--- config.mk ---
export PLATFORM = sky130hd
export DESIGN_NAME = abp_cell
export DESIGN_NICKNAME = d
export VERILOG_FILES = /design/src/design/abp_pkg.sv /design/src/design/abp_cell.sv
export SDC_FILE = /design/constraint.sdc
export NUM_CORES = 1
export LEC_CHECK = 0
export ABC_AREA = 1
export BUFFER_PORTS_ARGS = -buffer_cell sky130_fd_sc_hd__buf_2
export CAP_MARGIN = 5
export CORE_AREA = 2 2 220 222
export CTS_CLUSTER_SIZE = 28
export DETAILED_ROUTE_END_ITERATION = 10
export DIE_AREA = 0 0 222 224
export GPL_TIMING_DRIVEN = 0
export PLACE_DENSITY = 0.5
export SYNTH_ARGS = -nofsm -noshare
export SYNTH_HDL_FRONTEND = slang
export SYNTH_SLANG_ARGS = --single-unit
--- constraint.sdc ---
create_clock -name clock -period 3.2 [get_ports clock]
set_input_delay 0.32 -clock clock [delete_from_list [all_inputs] [get_ports clock]]
set_output_delay 0.32 -clock clock [all_outputs]
set_load 0.005 [all_outputs]
--- src/design/abp_pkg.sv ---
// Shared constants, types and control codes for the AABB broadphase pair finder.
`timescale 1ns / 1ps

package abp_pkg;

   localparam int MAX_BOXES_DEF  = 64;
   localparam int COORD_BITS_DEF = 24;
   localparam int ID_W           = 32;

   typedef enum logic [1:0] {
      ST_IDLE,
      ST_SWEEP,
      ST_TAIL,
      ST_LAST
   } state_type;

   typedef struct packed {
      logic shift;
      logic load;
   } cell_ctl_type;

endpackage

--- src/design/abp_cell.sv ---
// One storage cell of the box ring: holds a stored box and passes it to its neighbour.
`timescale 1ns / 1ps

module abp_cell
   import abp_pkg::*;
#(
   parameter int DATA_W = ID_W + 6 * (COORD_BITS_DEF + 2)
) (
   input  logic              clock,
   input  cell_ctl_type      ctl,
   input  logic [DATA_W-1:0] shift_data,
   input  logic [DATA_W-1:0] load_data,
   output logic [DATA_W-1:0] data
);

   logic [DATA_W-1:0] data_ff;
   logic [DATA_W-1:0] data_in;

   always_comb begin
      data_in = data_ff;
      if (ctl.load) begin
         data_in = load_data;
      end else if (ctl.shift) begin
         data_in = shift_data;
      end
   end

   always_ff @(posedge clock) begin
      data_ff <= data_in;
   end

   assign data = data_ff;

endmodule

==> results.md <==
* Max Slew Vio Count at 0
* Tmin final at 1790 ps
* Die W at 222 um
* Fin nets at 1761
* Area share of the largest cell type after synthesis at 70.0%
* Hold-fix buffers, CTS at 0
* PostCTS Resize Cnt at 0
* Dominant cell type by area after synthesis: edfxtp_1
* HPWL after detailed placement at 25700 um
* Reported net switching power at 1570 uW
* Max clock buf depth at 2
* Mapped Nets at 1174
* Number of global-route vias before repair at 7653
* Die area at 0.0497 mm^2
* Yosys reg bits at 188
* CP Class: input pin to register
* Iter 0 DRT Violations at 394
* GPL Wtd Cong at 0.944
* Initial antenna violation count at 1
* GR Overflow Total at 0
* Largest net degree at the start of global routing at 62
* Die H at 224 um
* Layout Cells excl Fill at 2010
* TNS Setup at 0 ps
* Outcome: completed
* DRT Pass-1 Iters at 5
* Slew headroom at 63.8%
* First-pass GRT wire length at 45500 um
* Syn-to-layout area delta at 52.9%
* Max reg flops at 188
* Setup Fix Bufs, Post-CTS at 0
* Final Hold Vio Count at 0
* Sink Count at 188
* Filler cells at 5161
* Clock power frac at 35.1%
* Final Power at 6270 uW
* GRT Util Overall at 12.5%
* Finish-stage setup viols at 0
* ANT cells at 0
* Synth Instances at 795
* Clk pin slew, worst setup/hold paths at 70 ps
* Port Buf Inserts at 565
* Slew @ Worst Pin at 543 ps
* Final Cell Area at 0.0123 mm^2
* Htree depth at 4
* I/O pins at 567
* Post-DP Area at 0.0117 mm^2
* Avg Cell Area, Syn at 10.1 um^2
* CP Max Fanout at 61
* Vias per cell at 3.78
* Switching part of the total at 25.1%
* Final Cycle Share at 55.9%
* Synthesized area at 0.00807 mm^2
* Final hold slack at 108 ps
* Total core area at 0.0473 mm^2
* Worst hold-check path type: input pin to register
* CP Launch Type: input pin
* Detailed-route wire length per cell at 15.8 um
* Fmax at 559 MHz
* RSZ-0062 raised after global routing: false
* Synth unique cells at 8
* Final ANT Viol Nets at 0
* Placement row count at 80
* LEAKAGE at 0.00635 uW
* Reg power frac at 49.4%
* Max_cap viols at 0
* Synth warn at 0
* Layout cell share with drive strength beyond 1 at 45.8%
* Worst EP arrival at 1920 ps
* DRC errors left at 0
* Int Pwr at 4700 uW
* Top cells by area, synth: edfxtp_1 70%, nand2_1 26%, buf_6 1.7%
* Post-Route WL at 31700 um
* Cts bufs inserted at 17
* PwrDens at 508 mW/mm^2
* Total number of vias at 7593
* Combinational share of power at 15.5%
* Sequential-to-total area share from yosys stat at 70.0%
* Starting density of the core at 17.0%
* CTS tree: done
* Placed instance count at 1978
* Clock root buffer: clkbuf_16
* Worst path required time at 3330 ps
* Crit end category: register
* Max rail drop VDD at 0.000210 V
-- final cells by class --
type / count / area, um^2 / share of cell area [%]
inverter: 1 / 6.26 / 0.0507
clock buffer: 17 / 425 / 3.45
sequential: 188 / 5650 / 45.8
buffer: 41 / 292 / 2.36
clock inverter: 15 / 169 / 1.37
timing repair buffer: 568 / 2900 / 23.5
tap: 615 / 769 / 6.24
multi-input combinational: 565 / 2130 / 17.2
-- path summary, 6_finish.rpt --
check	from	to	slack [ps]	cells past startpoint
worst max-delay path	ctl[0]	data[96]	1410	5
worst min-delay path	shift_data[127]	data[127]	110	3
-- per-stage QoR --
step | utilization (%) | setup WS (ps)
6_report | 26.1 | 1410
3_5_place_dp | 24.8 | 895
5_1_grt | 26.1 | 1320
4_1_cts | 26.1 | 1450
2_1_floorplan | - | 772
3_3_place_gp | 24.6 | -132
-- worst max-delay path, stage by stage --
cell,delay [ps]
buf_4,200
buf_4,220
or2_4,450
buf_12,300
buf_16,280
-- Yosys cell counts, drive strengths merged --
master,count
nand2,564
or2,1
clkbuf,1
edfxtp,188
buf,40
inv,1
-- cells by family (layout without fill, tap and decap cells) --
group / Yosys count / after routing / synth area share [%]
buffers and inverters: 42 / 642 / 3.69
DFF: 188 / 188 / 70.0
and+or+nand+nor: 565 / 565 / 26.3
-- cell usage in the layout, fill, tap and decap left out --
cell,count
inv_6,3
inv_4,1
buf_4,5
clkinv_4,1
bufinv_16,3
edfxtp_1,188
nand2_1,564
clkinv_2,2
buf_16,2
clkbuf_1,1
clkinvlp_4,3
or2_4,1
clkbuf_16,17
clkinv_1,3
buf_12,1
buf_2,588
buf_6,12
-- power groups by stage --
stage          Clock (uW)  Sequential [uW]  Combinational [uW]
3_3_place_gp            0             3150                 981
4_1_cts              2300             3100                 997
5_1_grt              2380             3120                1080
6_report             2200             3090                 972
3_5_place_dp            0             3150                 995
2_1_floorplan           0             3190                 271
-- layer usage --
metal	routed length, um	GRT usage, %	share of wire [%]
met3	2260	3.63	7.1
met5	0	0	0
met4	777	5.67	2.5
met1	12800	14.5	40
met2	15800	21.5	50
Note: power is estimated with default switching activity, not from simulation.
