`src/design/abp_pkg.sv`:
```
// Shared constants, types and control codes for the AABB broadphase pair finder.
`timescale 1ns / 1ps

package abp_pkg;

   localparam int MAX_BOXES_DEF  = 64;
   localparam int COORD_BITS_DEF = 24;
   localparam int ID_W           = 32;

   typedef enum logic [1:0] {
      ST_IDLE,
      ST_SWEEP,
      ST_TAIL,
      ST_LAST
   } state_type;

   typedef struct packed {
      logic shift;
      logic load;
   } cell_ctl_type;

endpackage

```
`src/design/abp_overlap.sv`:
```
// Registered three-axis overlap test of the query box against the box at the ring head.
`timescale 1ns / 1ps

module abp_overlap
   import abp_pkg::*;
#(
   parameter int COORD_BITS = COORD_BITS_DEF
) (
   input  logic                                    clock,
   input  logic                                    reset,
   input  logic                                    enable,
   input  logic [ID_W+6*(COORD_BITS+2)-1:0]        query,
   input  logic [ID_W+6*(COORD_BITS+2)-1:0]        stored,
   output logic                                    hit,
   output logic [ID_W-1:0]                         first_id,
   output logic [ID_W-1:0]                         second_id
);

   localparam int BW     = COORD_BITS + 2;
   localparam int DATA_W = ID_W + 6 * BW;

   logic [ID_W-1:0]      q_id, s_id;
   logic signed [BW-1:0] q_mnx, q_mxx, q_mny, q_mxy, q_mnz, q_mxz;
   logic signed [BW-1:0] s_mnx, s_mxx, s_mny, s_mxy, s_mnz, s_mxz;
   logic                 meet;

   logic            hit_ff, hit_in;
   logic [ID_W-1:0] first_ff, first_in;
   logic [ID_W-1:0] second_ff, second_in;

   assign q_id  = query[DATA_W-1 -: ID_W];
   assign q_mnx = signed'(query[6*BW-1 -: BW]);
   assign q_mxx = signed'(query[5*BW-1 -: BW]);
   assign q_mny = signed'(query[4*BW-1 -: BW]);
   assign q_mxy = signed'(query[3*BW-1 -: BW]);
   assign q_mnz = signed'(query[2*BW-1 -: BW]);
   assign q_mxz = signed'(query[BW-1:0]);

   assign s_id  = stored[DATA_W-1 -: ID_W];
   assign s_mnx = signed'(stored[6*BW-1 -: BW]);
   assign s_mxx = signed'(stored[5*BW-1 -: BW]);
   assign s_mny = signed'(stored[4*BW-1 -: BW]);
   assign s_mxy = signed'(stored[3*BW-1 -: BW]);
   assign s_mnz = signed'(stored[2*BW-1 -: BW]);
   assign s_mxz = signed'(stored[BW-1:0]);

   // inclusive interval overlap on every axis
   assign meet = (q_mnx <= s_mxx) && (q_mxx >= s_mnx) &&
                 (q_mny <= s_mxy) && (q_mxy >= s_mny) &&
                 (q_mnz <= s_mxz) && (q_mxz >= s_mnz);

   always_comb begin
      hit_in = enable && meet;
      // stored box leads on equal minimum x
      if (q_mnx < s_mnx) begin
         first_in  = q_id;
         second_in = s_id;
      end else begin
         first_in  = s_id;
         second_in = q_id;
      end
   end

   always_ff @(posedge clock) begin
      if (reset) begin
         hit_ff <= 1'b0;
      end else begin
         hit_ff <= hit_in;
      end
   end

   always_ff @(posedge clock) begin
      first_ff  <= first_in;
      second_ff <= second_in;
   end

   assign hit       = hit_ff;
   assign first_id  = first_ff;
   assign second_id = second_ff;

endmodule

```
`config.mk`:
```
export PLATFORM = sky130hd
export DESIGN_NAME = abp_overlap
export DESIGN_NICKNAME = d
export VERILOG_FILES = /design/src/design/abp_pkg.sv /design/src/design/abp_overlap.sv
export SDC_FILE = /design/constraint.sdc
export NUM_CORES = 1
export LEC_CHECK = 0
export BUFFER_PORTS_ARGS = -buffer_cell sky130_fd_sc_hd__buf_2
export CORE_AREA = 2 2 172 174
export DETAILED_ROUTE_END_ITERATION = 12
export DIE_AREA = 0 0 174 176
export HOLD_SLACK_MARGIN = 0.02
export PLACE_DENSITY = 0.58
export SYNTH_ARGS = -nofsm -noshare
export SYNTH_HDL_FRONTEND = slang
export SYNTH_SLANG_ARGS = --single-unit
```
`constraint.sdc`:
```
create_clock -name clock -period 2.55 [get_ports clock]
set_input_delay 0.255 -clock clock [delete_from_list [all_inputs] [get_ports clock]]
set_output_delay 0.255 -clock clock [all_outputs]
set_load 0.01 [all_outputs]
```
==> impl_results.md <==
- Outcome: complete, no violations
- Remaining antenna violation count: 0
- Port buffer count: 443
- Main combinational cell family by area after synthesis: adder cells
- Total CTS buffers: 9
- Pwr Density: 390 mW/mm^2
- CP max FO: 3
- Clock transition time at the flip-flop clock pins of the worst setup and hold paths: 0.06 ns
- Wirelength per Cell: 17.9 microns
- Synth Area in XOR/XNOR: 0
- First DRT Iteration DRCs: 554
- Ys async rst share: 0
- Final WS setup: 0.433 ns
- Worst slew margin relative to its limit: 0.563
- Area delta synth->final: 38.2%
- Critical Path Start Type: primary input
- Placed cell areas: 0.0112 sq mm
- Filler cell count: 3,035
- Synth Register Bits: 65
- GRT overflow: 0
- Register area share after synthesis: 0.156
- EDFF count, synth: 0
- Largest net degree at the start of global routing: 65
- Syn_nets: 1,633
- GRT Total Usage: 0.215
- Global-route wire length before repair: 51,800 microns
- Nature of the critical path endpoint: register
- LEAKAGE: 6.18 nW
- Synth Flop Type: dfxtp_1
- Hold_buf cts: 0
- WP data arrival: 2.35 ns
- Hold Path Sink: second_id[0]$_DFF_P_
- # DRC: 0
- Hold Crit Depth: 3
- Compound-cell area share of the yosys netlist: 0.169
- Simple-Gate Fraction of Synth Area: 0.224
- Non-Filler Instances: 1,899
- Vias in the first global route: 9,797
- Hold Path Class: in -> reg
- Final min period: 2.12 ns
- RSZ-0062 raised after global routing: false
- Buffers inserted by post-CTS timing repair: 0
- Top Ports: 444
- Dpl ws: 0.00500 ns
- Starting density of the core: 0.292
- Synth Area in Adders: 0.271
- Clock root cell: clkbuf_16
- Hold path start: query[156]
- CTS tree: built
- Total negative slack: 0 ns
- Die H: 176 microns
- Final Total Pwr: 4.50 mW
- Max-slew violation count: 0
- Critical path class: in -> reg
- Design area: 0.0115 sq mm
- Avg Inst Size Synth: 7.78 sq um
- Inst Count DP: 1,872
- Mux contribution to synthesized area: 0.0794
- Layout Nets: 2,059
- CTS Buffer Depth: 2
- Routed WL: 34,000 microns
- Max Cap Violations: 0
- CTS H-tree depth: 3
- Maximum clock rate: 0.472 GHz
- Count of cell types in the netlist: 53
- Routability cong.: 0.978
- Placeable Area: 0.0285 sq mm
- Post_cts resized: 0
- Peak supply drop: 229 uV
- Critical Path RT: 2.78 ns
- Vias post-DR: 9,672
- First-pass DRT Iterations: 4
- Period utilization: 0.830
- Yosys synthesis warning count: 0
- Final Hold Fails: 0
- Cell count after synthesis: 1,073
- Final setup viols: 0
- Std cell rows: 62
- Die Span X: 174 microns
- Share of post-route cells with drive strength above 1: 0.334
- Initial antenna violation count: 14
- Clock sinks: 65
- Worst slew pin tran: 0.651 ns
- Post-DR vias/cell: 5.09
- Die area: 0.0306 sq mm
- HPWL Detailed: 29,000 microns
- Mapped Area: 0.00835 sq mm
## sequential cells by signal, indices dropped and copies added (netlist names)
name,cells
second_id,32
hit,1
first_id,32
## critical path: stages
cell and delay [ns]:
buf_2 0.07, inv_1 0.04, ha_1 0.32, nand4_1 0.20
nor4_1 0.40, buf_4 0.19, o21ai_0 0.07, a21oi_1 0.17
mux2_2 0.38, o22ai_1 0.20, nor3_2 0.05
## cells in the mapped netlist, types with 2 or more instances
library cell	n	area, sq um
a2111oi_0	2	17.5
a211oi_1	11	82.6
a21o_1	11	82.6
a21oi_1	56	280
a221oi_1	3	26.3
a31oi_1	4	25.0
a41oi_1	2	17.5
and3_1	2	12.5
and3_2	2	15.0
and4_1	3	26.3
buf_1	7	26.3
buf_2	18	90.1
clkbuf_1	29	109
dfxtp_1	65	1300
ha_1	181	2260
inv_1	163	612
mux2_2	2	22.5
mux2i_1	64	641
nand2_1	34	128
nand2b_1	8	50.1
nand3_1	78	390
nand4_1	91	569
nor2_1	14	52.6
nor2b_1	70	438
nor3_1	6	30.0
nor4_1	7	43.8
o2111ai_1	2	17.5
o211ai_1	64	480
o21a_1	10	75.1
o21ai_0	32	160
o21bai_1	2	15.0
o311ai_0	2	17.5
o31ai_1	3	22.5
or2_2	2	12.5
or3_1	5	31.3
## final cells by class
cell class | instances | area (sq um) | share of cell area
diodes | 11 | 27.5 | 0.00239
clock inverters | 7 | 77.6 | 0.00672
repair buffers | 469 | 2560 | 0.222
inverters | 163 | 612 | 0.0530
clock buffers | 9 | 225 | 0.0195
multi-input cells | 791 | 6250 | 0.542
flip-flops and latches | 65 | 1300 | 0.113
well taps | 384 | 480 | 0.0416
## per-stage QoR
stage	hold WS, ns	utilization
3_5_place_dp	0.527	0.393
5_1_grt	0.180	0.404
3_3_place_gp	0.526	0.393
4_1_cts	0.167	0.403
2_1_floorplan	0.395	-
6_report	0.179	0.404
## power breakdown
part           internal, mW  leakage [nW]  total, mW  switching, mW
Clock                 0.766         0.146       1.29          0.528
Combinational         0.919          5.48       1.98           1.06
Sequential             1.18         0.548       1.23         0.0475
## how the worst max path moves through the flow
stage / start / to / slack [ns] / depth (start not counted)
after floorplan: stored[155] / first_id[0]$_DFF_P_ / 0.49 / 9
after global placement: stored[113] / hit$_SDFF_PP0_ / -0.04 / 9
after detailed placement: stored[113] / hit$_SDFF_PP0_ / 0.005 / 9
after CTS: stored[113] / hit$_SDFF_PP0_ / 0.38 / 9
after global routing: stored[47] / hit$_SDFF_PP0_ / 0.31 / 11
final: stored[47] / hit$_SDFF_PP0_ / 0.43 / 11
## cells in the final DEF (no fill, tap or decap), drive strengths merged, types with 10 or more instances in the layout
cell	instances
nand3	78
diode	11
buf	469
dfxtp	65
nor2b	70
o21ai	33
a21o	11
nor2	14
a211oi	11
inv	165
nand4	91
o21a	10
o211ai	64
ha	181
mux2i	64
nand2	34
a21oi	56
## cells by family after synthesis
group,after synthesis
buffers and inverters,217
multiplexers,66
adder cells (fa/ha/maj),181
AND/OR/NAND/NOR,330
AO/OA/AOI/OAI,214
flip-flops,65
## per-layer routing
layer | part of all wire | up-vias | track usage
met5 | 0.0010 | - | 0
met4 | 0.025 | 6 | 0.0669
met3 | 0.065 | 50 | 0.0433
met2 | 0.51 | 357 | 0.404
met1 | 0.40 | 4465 | 0.243
li1 | - | 4794 | -
Power figures use the tool's default switching activity.
